### src/rtl/bldf_pkg.sv
// ----------------------------------------------------------------------------
// bldf_pkg - shared types for the length message deframer
// Phase and status codes, per-item state and result records, and the
// packed-BCD length helper.
// ----------------------------------------------------------------------------
`default_nettype none

package bldf_pkg;

    // framing bytes and limits
    localparam logic [7:0]  ESC_BYTE      = 8'h1B;
    localparam logic [7:0]  CR_BYTE       = 8'h0D;
    localparam logic [7:0]  LF_BYTE       = 8'h0A;
    localparam logic [7:0]  FORMAT_RESET  = 8'd6;
    localparam logic [13:0] MIN_LENGTH    = 14'd7;

    // frame byte positions with a meaning of their own
    localparam logic [13:0] POS_LEN_HIGH  = 14'd1;
    localparam logic [13:0] POS_LEN_LOW   = 14'd2;
    localparam logic [13:0] POS_FORMAT    = 14'd4;
    localparam logic [13:0] POS_BODY      = 14'd5;

    // port packing widths
    localparam int OFFSET_W   = 14;
    localparam int S_TDATA_W  = 8;
    localparam int M_TDATA_W  = 24;
    localparam int M_TUSER_W  = 5;

    typedef enum logic [1:0] {
        PH_HUNT,
        PH_FRAME,
        PH_DISCARD
    } phase_t;

    typedef enum logic [2:0] {
        ST_CONT,
        ST_GOOD,
        ST_NOHDR,
        ST_FORMAT,
        ST_BADLEN,
        ST_TRUNC,
        ST_DISC
    } status_t;

    typedef struct packed {
        phase_t              phase;
        logic [13:0]         declared_length;
        logic [13:0]         byte_position;
        logic [7:0]          length_high_byte;
        logic [7:0]          previous_byte;
    } state_t;

    typedef struct packed {
        logic [7:0]          out_byte;
        logic                in_frame;
        logic                frame_first;
        logic                frame_last;
        logic [OFFSET_W-1:0] frame_offset;
        status_t             status;
    } result_t;

    // two BCD digits to binary (0..99); bit 7 flags a non-decimal digit
    function automatic logic [7:0] bcd_pair(input logic [7:0] b);
        logic [3:0] hi;
        logic [3:0] lo;
        logic [6:0] val;
        hi  = b[7:4];
        lo  = b[3:0];
        val = 7'({hi, 3'b000}) + 7'({hi, 1'b0}) + 7'(lo);
        return {(hi > 4'd9) || (lo > 4'd9), val};
    endfunction

endpackage

`default_nettype wire

### src/rtl/bldf_step.sv
// ----------------------------------------------------------------------------
// bldf_step - per-byte deframing logic
// Works out the tagged result and the next framing state for one item
// from the current state, the incoming byte and the wanted format.
// ----------------------------------------------------------------------------
`default_nettype none

module bldf_step (
    input  bldf_pkg::state_t  state,
    input  logic [7:0]        data_byte,
    input  logic              datagram_last,
    input  logic [7:0]        wanted_format,
    output bldf_pkg::state_t  state_next,
    output bldf_pkg::result_t result
);
    import bldf_pkg::*;

    logic [7:0]  high_pair;
    logic [7:0]  low_pair;
    logic [13:0] length_value;
    logic        length_bad;
    logic [13:0] pos_inc;

    // packed-BCD total length from the two length bytes
    always_comb begin
        high_pair    = bcd_pair(state.length_high_byte);
        low_pair     = bcd_pair(data_byte);
        length_bad   = high_pair[7] | low_pair[7];
        length_value = 14'(high_pair[6:0] * 7'd100) + 14'(low_pair[6:0]);
        pos_inc      = state.byte_position + 14'd1;
    end

    // framing decision for this byte
    always_comb begin
        logic closed;
        closed     = 1'b0;
        state_next = state;
        result     = '{out_byte: data_byte, in_frame: 1'b0, frame_first: 1'b0,
                       frame_last: 1'b0, frame_offset: '0, status: ST_CONT};
        case (state.phase)
            PH_FRAME: begin
                result.in_frame     = 1'b1;
                result.frame_offset = state.byte_position;
                if (state.byte_position == POS_LEN_HIGH) begin
                    state_next.length_high_byte = data_byte;
                end else if (state.byte_position == POS_LEN_LOW) begin
                    state_next.declared_length = length_bad ? 14'd0 : length_value;
                end else if (state.byte_position == POS_FORMAT) begin
                    if (data_byte != wanted_format) begin
                        result.status = ST_FORMAT;
                        closed        = 1'b1;
                    end else if (state.declared_length < MIN_LENGTH) begin
                        result.status = ST_BADLEN;
                        closed        = 1'b1;
                    end
                end else if (state.byte_position >= POS_BODY &&
                             pos_inc == state.declared_length) begin
                    closed        = 1'b1;
                    result.status = (state.previous_byte == CR_BYTE &&
                                     data_byte == LF_BYTE) ? ST_GOOD : ST_BADLEN;
                end
                state_next.previous_byte = data_byte;
                if (closed) begin
                    result.frame_last        = 1'b1;
                    state_next.phase         = (result.status == ST_GOOD || datagram_last)
                                               ? PH_HUNT : PH_DISCARD;
                    state_next.byte_position = '0;
                end else if (datagram_last) begin
                    result.frame_last        = 1'b1;
                    result.status            = ST_TRUNC;
                    state_next.phase         = PH_HUNT;
                    state_next.byte_position = '0;
                end else begin
                    state_next.byte_position = pos_inc;
                end
            end
            PH_DISCARD: begin
                result.status = ST_DISC;
                if (datagram_last) begin
                    state_next.phase = PH_HUNT;
                end
            end
            PH_HUNT: begin
                if (data_byte == ESC_BYTE) begin
                    result.in_frame             = 1'b1;
                    result.frame_first          = 1'b1;
                    state_next.previous_byte    = data_byte;
                    state_next.declared_length  = '0;
                    state_next.length_high_byte = '0;
                    if (datagram_last) begin
                        result.frame_last        = 1'b1;
                        result.status            = ST_TRUNC;
                        state_next.byte_position = '0;
                    end else begin
                        state_next.phase         = PH_FRAME;
                        state_next.byte_position = 14'd1;
                    end
                end else begin
                    result.status = ST_NOHDR;
                end
                if (datagram_last) begin
                    state_next.phase = PH_HUNT;
                end
            end
            default: begin
                state_next.phase = PH_HUNT;
            end
        endcase
    end

endmodule

`default_nettype wire

### src/rtl/bcd_length_message_deframer.sv
// ----------------------------------------------------------------------------
// bcd_length_message_deframer - escape-led frame deframer
// Hunts for escape-led frames with a packed-BCD length and CR LF trailer
// and tags every byte with frame position and status.
// ----------------------------------------------------------------------------
// the tagged item is registered and shows on the m_ side in the cycle after input accept
// throughput: one item per cycle while the m_ side is ready; the framing state and the output
//   register both update in the accepting cycle, so bytes stream back to back
// reset: synchronous active-low aresetn returns to hunting, clears the
//   framing state, empties the output register and sets the format to 6
`default_nettype none

module bcd_length_message_deframer (
    input  logic                           aclk,
    input  logic                           aresetn,
    // configuration
    input  logic                           cfg_we,
    input  logic [7:0]                     cfg_wdata,   // wanted_format
    // input stream
    input  logic                           s_tvalid,
    output logic                           s_tready,
    input  logic [bldf_pkg::S_TDATA_W-1:0] s_tdata,     // [7:0] data_byte
    input  logic                           s_tlast,     // datagram_last
    // result stream
    output logic                           m_tvalid,
    input  logic                           m_tready,
    output logic [bldf_pkg::M_TDATA_W-1:0] m_tdata,     // [7:0] out_byte,
                                                        // [21:8] frame_offset
    output logic [bldf_pkg::M_TUSER_W-1:0] m_tuser,     // [0] in_frame,
                                                        // [1] frame_first,
                                                        // [4:2] status
    output logic                           m_tlast      // frame_last
);
    import bldf_pkg::*;

    logic [7:0] format_reg;
    state_t     state_reg;
    state_t     state_next;
    result_t    result_next;
    result_t    result_reg;
    logic       m_tvalid_reg;
    logic       s_accept;

    // output register frees up when empty or being drained
    assign s_tready = !m_tvalid_reg || m_tready;
    assign s_accept = s_tvalid && s_tready;

    bldf_step u_step (
        .state         (state_reg),
        .data_byte     (s_tdata[7:0]),
        .datagram_last (s_tlast),
        .wanted_format (format_reg),
        .state_next    (state_next),
        .result        (result_next)
    );

    // wanted format register
    always_ff @(posedge aclk) begin
        if (!aresetn) begin
            format_reg <= FORMAT_RESET;
        end else if (cfg_we) begin
            format_reg <= cfg_wdata;
        end
    end

    // framing state
    always_ff @(posedge aclk) begin
        if (!aresetn) begin
            state_reg <= '{phase: PH_HUNT, declared_length: '0, byte_position: '0,
                           length_high_byte: '0, previous_byte: '0};
        end else if (s_accept) begin
            state_reg <= state_next;
        end
    end

    // output valid
    always_ff @(posedge aclk) begin
        if (!aresetn) begin
            m_tvalid_reg <= 1'b0;
        end else if (s_accept) begin
            m_tvalid_reg <= 1'b1;
        end else if (m_tready) begin
            m_tvalid_reg <= 1'b0;
        end
    end

    // output payload
    always_ff @(posedge aclk) begin
        if (s_accept) begin
            result_reg <= result_next;
        end
    end

    assign m_tvalid = m_tvalid_reg;
    assign m_tdata  = {2'b00, result_reg.frame_offset, result_reg.out_byte};
    assign m_tuser  = {result_reg.status, result_reg.frame_first, result_reg.in_frame};
    assign m_tlast  = result_reg.frame_last;

    // end of datagram always leaves the block hunting
    assert property (@(posedge aclk) disable iff (!aresetn)
        s_accept && s_tlast |=> state_reg.phase == PH_HUNT)
        else $error("not hunting after datagram end");

    // a byte taken while discarding comes out marked discarded
    assert property (@(posedge aclk) disable iff (!aresetn)
        s_accept && state_reg.phase == PH_DISCARD
        |=> m_tvalid && m_tuser[4:2] == ST_DISC && !m_tuser[0])
        else $error("discard byte not tagged");

    // every accepted item shows up in the output register
    assert property (@(posedge aclk) disable iff (!aresetn)
        s_accept |=> m_tvalid_reg)
        else $error("accepted item lost");

    // position counter only runs inside a frame
    assert property (@(posedge aclk) disable iff (!aresetn)
        state_reg.phase != PH_FRAME |-> state_reg.byte_position == '0)
        else $error("position left over outside frame");

    // an accepted escape while hunting opens a frame
    assert property (@(posedge aclk) disable iff (!aresetn)
        s_accept && state_reg.phase == PH_HUNT && s_tdata[7:0] == ESC_BYTE
        |=> m_tuser[1] && m_tuser[0] && m_tdata[21:8] == '0)
        else $error("escape did not open frame");

endmodule

`default_nettype wire

### config.mk
export PLATFORM = sky130hd
export DESIGN_NAME = bcd_length_message_deframer
export DESIGN_NICKNAME = d
export VERILOG_FILES = /design/src/rtl/bldf_pkg.sv /design/src/rtl/bldf_step.sv /design/src/rtl/bcd_length_message_deframer.sv
export SDC_FILE = /design/constraint.sdc
export NUM_CORES = 1
export LEC_CHECK = 0
export BUFFER_PORTS_ARGS = -buffer_cell sky130_fd_sc_hd__buf_2
export CORE_ASPECT_RATIO = 1.1
export CORE_MARGIN = 2
export CORE_UTILIZATION = 63
export CTS_BUF_LIST = sky130_fd_sc_hd__clkbuf_8
export CTS_CLUSTER_SIZE = 20
export DETAILED_ROUTE_END_ITERATION = 8
export GPL_ROUTABILITY_DRIVEN = 0
export HOLD_SLACK_MARGIN = 0.12
export PLACE_DENSITY_LB_ADDON = 0.15
export SKIP_LAST_GASP = 1
export SYNTH_ARGS = -nofsm -noshare
export SYNTH_HDL_FRONTEND = slang
export SYNTH_HIERARCHICAL = 1
export SYNTH_SLANG_ARGS = --single-unit
### constraint.sdc
create_clock -name aclk -period 5.6 [get_ports aclk]
set_input_delay 0.84 -clock aclk [delete_from_list [all_inputs] [get_ports aclk]]
set_output_delay 0.84 -clock aclk [all_outputs]
set_load 0.1 [all_outputs]
# [Yosys cells after proc, flatten, opt, wreduce, memory -nomap -nowiden]
# Index checks and enable logic that the tools add are counted.
[word_totals] elab_cells=100 ff_bits=83 inputBits=22
[classes] reduce_logical=15 muxes=42 n_lt_le_gt_ge=6 n_eq_ne=16 addsub=6 n_bitwise=1 mul=1
[ops] cell="$pmux 44 s2" count=1
[ops] cell="$mux 14" count=5
[ops] cell="$mux 46" count=1
[ops] cell="$mux 3" count=13
[ops] cell="$eq 8x4->1 const B" count=2
[ops] cell="$gt 4x4->1 const B" count=4
[ops] cell="$add 14x1->14 const B" count=1
[ops] cell="$add 14x7->14" count=1
[ops] cell="$add 7x4->7" count=2
[ops] cell="$add 7x5->7" count=2
[ops] cell="$eq 14x1->1 const B" count=1
[ops] cell="$eq 14x14->1" count=1
[ops] cell="$eq 14x2->1 const B" count=1
[ops] cell="$eq 14x3->1 const B" count=1
[ops] cell="$ge 14x3->1 const B" count=1
[ops] cell="$lt 14x3->1 const B" count=1
[ops] cell="$mul 7x5->12 const B" count=1
[ops] cell="$mux 1" count=12
[ops] cell="$mux 2" count=5
[ops] cell="$pmux 3 s3" count=1
[ops] cell="$eq 8x5->1 const B" count=1
[ops] cell="$mux 8" count=1
[ops] cell="$ne 8x8->1" count=1
[ops] cell="$ne 2x1->1 const B" count=3
[ops] cell="17 further kinds" count=24

# [Logic depth before layout (Yosys ltp)]
# Gate-level depths: netlist of the first run.
[depth] ltp_word=13 depth_mapped=20

# [Hierarchy]
# The synthesis of the first run kept the hierarchy.
[by_module_without_submodules] module="bldf_step" seq_area_each_um2=0.0 cells_per_inst=456 area_per_inst_um2=3144.3 instances=1
[by_module_without_submodules] module="bcd_length_message_deframer" seq_area_each_um2=1941.9 cells_per_inst=261 area_per_inst_um2=3026.7 instances=1

# [Worst setup path before layout of the first run]
# Ideal clock, no wire load.
[synth_path] path_type="register to register" startpoint="register state_reg[11] in the netlist's numbering" endpoint="register state_reg[43] in the netlist's numbering" slack_ns=0.969 stages_incl_launch_ff=18 n_path_buf=0 arrival_ns=4.559 synth_period_minus_slack_ns=4.631 cell_sequence="dfxtp_1 > fa_1 > fa_1 > ha_1 > ha_1 > inv_1 > fa_1 > inv_1 > ha_1 > nor2b_1 > o31a_1 > or4b_1 > nand3_1 > nand4_1 > xnor3_1 > o21ai_1 > nand2_1 > mux2i_1"
[synth_rtl] element="start, declared" line="bcd_length_message_deframer.sv:37" source="state_t state_reg;"
[synth_rtl] element="start signal, assigned" line="bcd_length_message_deframer.sv:69" source="state_reg <= '{phase: PH_HUNT, declared_length: '0, byte_position: '0,"
[synth_rtl] element="start signal, assigned" line="bcd_length_message_deframer.sv:72" source="state_reg <= state_next;"

==> results.cfg, run 1 <==
[run_status]
status = complete, no violations

[logic_synthesis]
synth_area_leaders = dfxtp_1 (18%), edfxtp_1 (14%), nand2_1 (10%)
synth_edf_count = 28
ys_types = 67
seq_area_frac_synth_pct = 31.5
yosys_warnings = 6
async_reset_ff_share_pct = 0
yosysTopAreaCellShare_pct = 17.8
synth_area_sq_mm = 0.00617
synth.ff_latch_count = 83
yosysTopAreaCell = dfxtp_1
avgSynthCellArea_sq_um = 8.61
synthCells = 717
synth_ff_type = dfxtp_1

[grt]
gr-total-overflow = 0
antenna_found_initial = 0
grt_pass1_wl_microns = 22200
grt_usage_pct = 25.9
met3_usage_pct = 5.58
met2_usage_pct = 44.0
grt_max_degree = 102
met1_usage_pct = 31.9
grt_pass1_vias = 4804
busiest_layer = met2

[power_and_ir_drop]
clock_power_share_pct = 32.2
ir_drop_uv = 171
swShare_pct = 31.7
pwr-share-comb_pct = 16.2
seqPwrFrac_pct = 51.6
power.density_mw_per_mm2 = 191
internal_power_mw = 0.848
p_switching_mw = 0.393
p_leak_nw = 2.90

[sta]
slew_headroom_pct = 34.9
final-max-slew-violation-count = 0
worst_pin_slew_ns = 0.976
finalSetupTns_ns = 0
clock_skew_ns = 0.0141
max_freq_ghz = 0.202
finalHoldViolations = 0
fin_crit_sh_pct = 88.5
period_needed_ns = 4.96
setup_slack_ns = 0.644
finalSetupViolations = 0
rsz0062_at_grt = no

[clock_tree]
clk_latency_ns = 0.37
cts_buffers = 9
clk_pin_slew_ns = 0.09
clockBufferDepth = 2
hold_buffers = 0
cts_htree_levels = 3
cts_num_sinks = 83
cts-root-buf = clkbuf_8
ctsResizeCount = 0
cts_setup_buffers = 0
cts_tree = yes

[placement]
post-place-ws_ns = 0.667
dp_hpwl_microns = 9770
port_buffers = 51

[route]
routed_wl_microns = 13600
drc = 0
dr.first_iter.drc_count = 277
vias = 5170
vias_per_cell = 6.03
routedWlPerCell_microns = 15.9
drt-pass1-iter-count = 7
antenna_left = 0

[worst_setup_path]
crit_path_start = state_reg[14]
crit_fanout = 5
worstSetupStartpointType = flip-flop
cp.required_ns = 5.90
crit_chain = fa_1, fa_1, ha_1, ha_1, inv_1, fa_1, inv_1, ha_1, nor2b_1, o31a_1, or4b_1, nand3_1, nand4_1, xnor3_1, o21ai_1, nand2_1, mux2i_1
cpPeakStageDelay_ns = 0.62
path_buf_inv = 2
cp_slowest_cell = fa_1
crit_type = reg -> reg
cp_top_family = adder cells
arrival_ns = 5.26
cp-end-kind = flip-flop
worstReg2RegStart = state_reg[14]

[die]
io_pins = 54
rows = 37
dieArea_sq_mm = 0.0106
die_h_microns = 108
initial_core_util_pct = 65.3
die_w_microns = 98.4
core_sq_mm = 0.00944

[finish]
synthToLayoutAreaGrowth_pct = 5.09
nets = 811
final_common_cell = nand2_1
fillers = 786
layout-drive-gt1-share_pct = 10.9
diodes = 0
largest_reg_flops = 46
final_cell_mix = nand2_1 (164), mux2i_1 (56), dfxtp_1 (55), buf_2 (51), ha_1 (47)

[hold_path]
min_from = state_reg[0]
worstHoldPathType = reg -> reg

[run]
cap_violations = 0
worst reg2reg max path: cells and delay by family (launching register included):
kind	cells	cell delay [ns]
fa+ha+maj	6	2.51
simple gates	5	0.96
flops	1	0.44
compound gates	2	0.38
xor+xnor	1	0.37
mux	1	0.15
buf+inv	2	0.09
layer usage:
layer / routed length, microns / vias to the layer above / share of wire, %
met5: 0 / - / 0
met2: 6800 / 176 / 50
met3: 741 / 35 / 5.4
met1: 5710 / 2443 / 42
li1: - / 2516 / -
met4: 388 / 0 / 2.8
synth_stat cells, types with 3 or more instances:
master      n
nand3b_1    6
fa_1        7
o21a_1      3
clkbuf_1   20
and3_1      6
nor2_1     32
nor2b_1     9
o21ai_0    28
nor4_1      9
ha_1       47
nand2_1   164
a31oi_1     7
a21oi_1    12
nand3_1    18
edfxtp_1   28
o31a_1      4
xnor2_1    17
xor2_1     25
dfxtp_1    55
and2_1     14
buf_4      14
and4_1      5
mux2i_1    56
a22o_1      4
nor3_1      5
nand2b_1    7
nand4_1     7
or3_1       3
a21o_1     12
buf_6       7
o211ai_1    7
inv_1      27
buf_2       7
logic make-up after synthesis:
kind of cell	share of synthesized area, %
other cells	0.0608
xor+xnor	6.33
flops	31.5
compound gates	11.6
buf+inv	6.53
mux	9.08
simple gates	23.1
fa+ha+maj	11.8
worst paths after layout:
| check | end | slack, ns | cells past startpoint |
|---|---|---|---|
| worst max-delay path | state_reg[43] | 0.64 | 17 |
| worst min-delay path | state_reg[0] | 0.48 | 2 |
| worst max register to register | state_reg[43] | 0.64 | 17 |
| worst min register to register | state_reg[0] | 0.48 | 2 |
through the flow:
step / hold WS [ns] / total power, mW / cells / util (%) / area, sq um
2_1_floorplan: 0.431 / 0.824 / 718 / - / 6170
6_report: 0.482 / 1.24 / 857 / 68.7 / 6480
3_5_place_dp: 0.464 / 0.856 / 841 / 66.8 / 6310
5_1_grt: 0.512 / 1.28 / 857 / 68.7 / 6480
4_1_cts: 0.480 / 1.25 / 857 / 68.7 / 6480
3_3_place_gp: 0.452 / 0.851 / 841 / 66.8 / 6310
power groups by stage:
stage / Combinational (mW) / Sequential [mW] / Clock [mW]
finish: 0.201 / 0.640 / 0.399
global route: 0.214 / 0.642 / 0.428
CTS: 0.202 / 0.640 / 0.405
detailed placement: 0.201 / 0.655 / 0
global placement: 0.197 / 0.654 / 0
floorplan: 0.0947 / 0.729 / 0
final cells by class:
cell class	count	area [sq um]	share of cell area, %
Clock inverter	7	52.6	0.810
Timing Repair Buffer	55	285	4.40
Tap cell	117	146	2.26
Multi-Input combinational cell	558	3830	59.1
Sequential cell	83	1940	29.9
Inverter	28	105	1.62
Clock buffer	9	124	1.91
Power figures use the tool's default switching activity.
==> run 2: changes to the inputs <==
--- a/config.mk
+++ b/config.mk
@@ -8,7 +8,7 @@
 export BUFFER_PORTS_ARGS = -buffer_cell sky130_fd_sc_hd__buf_2
 export CORE_ASPECT_RATIO = 1.1
 export CORE_MARGIN = 2
-export CORE_UTILIZATION = 63
+export CORE_UTILIZATION = 50
 export CTS_BUF_LIST = sky130_fd_sc_hd__clkbuf_8
 export CTS_CLUSTER_SIZE = 20
 export DETAILED_ROUTE_END_ITERATION = 8
==> results.cfg, run 2 (synthesis results as in run 1) <==
[die]
dieArea_sq_mm = 0.0132
die_h_microns = 121
initial_core_util_pct = 51.3
core_sq_mm = 0.0120
die_w_microns = 110
io_pins = 54
rows = 42

[grt]
antenna_found_initial = 0
grt_max_degree = 102
gr-total-overflow = 0
grt_pass1_vias = 4805
grt_pass1_wl_microns = 23100
grt_usage_pct = 22.0

[finish]
diodes = 0
final_cell_area_sq_mm = 0.00655
layout-drive-gt1-share_pct = 10.8
final_cell_mix = nand2_1 (164), mux2i_1 (56), dfxtp_1 (55), buf_2 (51), ha_1 (47)
nets = 812
synthToLayoutAreaGrowth_pct = 6.20
final_common_cell = nand2_1
largest_reg_flops = 46

[worst_setup_path]
cp-end-kind = flip-flop
crit_path_start = state_reg[14]
worstSetupStartpointType = flip-flop
worstReg2RegStart = state_reg[14]
arrival_ns = 5.24
cp.required_ns = 5.91
rr_worst_depth = 17
crit_type = reg -> reg
timing.rr.end = state_reg[43]
reg2reg_slack_ns = 0.67
crit_fanout = 5

[sta]
worst_pin_slew_ns = 0.969
max_freq_ghz = 0.203
fin_crit_sh_pct = 88.0
setup_slack_ns = 0.669
finalSetupViolations = 0
final-max-slew-violation-count = 0
finalHoldViolations = 0
timing.hold.ws_ns = 0.482
finalSetupTns_ns = 0
rsz0062_at_grt = no
period_needed_ns = 4.93
clock_skew_ns = 0.0140
slew_headroom_pct = 35.4

[hold_path]
holdPathStages = 2
worstHoldPathType = reg -> reg
min_from = state_reg[1]
holdPathEnd = state_reg[1]

[power_and_ir_drop]
ir_drop_uv = 121
power.total_mw = 1.28
p_leak_nw = 2.91
power.density_mw_per_mm2 = 196

[route]
dr.first_iter.drc_count = 306
vias = 5013
drt-pass1-iter-count = 4
routed_wl_microns = 13800
antenna_left = 0
routedWlPerCell_microns = 15.5
vias_per_cell = 5.60
drc = 0

[placement]
port_buffers = 51
post_dp_cell_area_sq_mm = 0.00636
dp_hpwl_microns = 9840
post-place-ws_ns = 0.687

[clock_tree]
clockBufferDepth = 2
cts_tree = yes
cts_buffers = 9
hold_buffers = 0
cts_num_sinks = 83
clk_latency_ns = 0.37
cts-root-buf = clkbuf_8
cts_htree_levels = 3
ctsResizeCount = 0
cts_setup_buffers = 0
clk_pin_slew_ns = 0.09

[run]
cap_violations = 0

[run_status]
status = complete, no violations
-- run 2: layout make-up --
| cell class | instances | area, sq um |
|---|---|---|
| well taps | 154 | 193 |
| repair buffers | 56 | 293 |
| flip-flops and latches | 83 | 1940 |
| fillers | 1126 | 5480 |
| clock buffers | 9 | 124 |
| clock inverters | 7 | 67.6 |
| inverters | 28 | 105 |
| multi-input cells | 558 | 3830 |
-- run 2: metal layers --
| metal | share of wire (%) | track usage, % | vias to the layer above | routed length (microns) |
|---|---|---|---|---|
| met5 | 0 | 0 | - | 0 |
| met4 | 1.8 | 9.26 | 0 | 245 |
| met3 | 3.7 | 3.02 | 16 | 514 |
| met2 | 49 | 35.8 | 94 | 6730 |
| met1 | 46 | 28.9 | 2385 | 6350 |
| li1 | - | - | 2518 | - |
-- run 2: how the worst max path moves through the flow --
stage | endpoint | depth (start not counted)
after CTS | state_reg[43] | 17
final | state_reg[43] | 17
after floorplan | state_reg[43] | 17
after global placement | state_reg[43] | 17
after detailed placement | state_reg[43] | 17
after global routing | state_reg[43] | 17
-- run 2: report_power, final --
group	total [mW]	internal (mW)	leakage (nW)	switching (mW)
clock	0.441	0.205	0.100	0.236
combinational	0.201	0.0493	2.09	0.152
sequential	0.640	0.635	0.720	0.00459
-- run 2: critical path, cell delays in order, from the launching register on --
cell and delay, ns:
dfxtp_1 0.42, fa_1 0.49, fa_1 0.61, ha_1 0.25
ha_1 0.28, inv_1 0.05, fa_1 0.53, inv_1 0.04
ha_1 0.33, nor2b_1 0.16, o31a_1 0.27, or4b_1 0.47
nand3_1 0.13, nand4_1 0.13, xnor3_1 0.37, o21ai_1 0.12
nand2_1 0.06, mux2i_1 0.15
-- run 2: per-stage QoR --
| stage | std cells | utilization, % |
|---|---|---|
| 2_1_floorplan | 718 | - |
| 3_3_place_gp | 879 | 52.9 |
| 3_5_place_dp | 879 | 52.9 |
| 4_1_cts | 895 | 54.5 |
| 5_1_grt | 895 | 54.5 |
| 6_report | 895 | 54.5 |
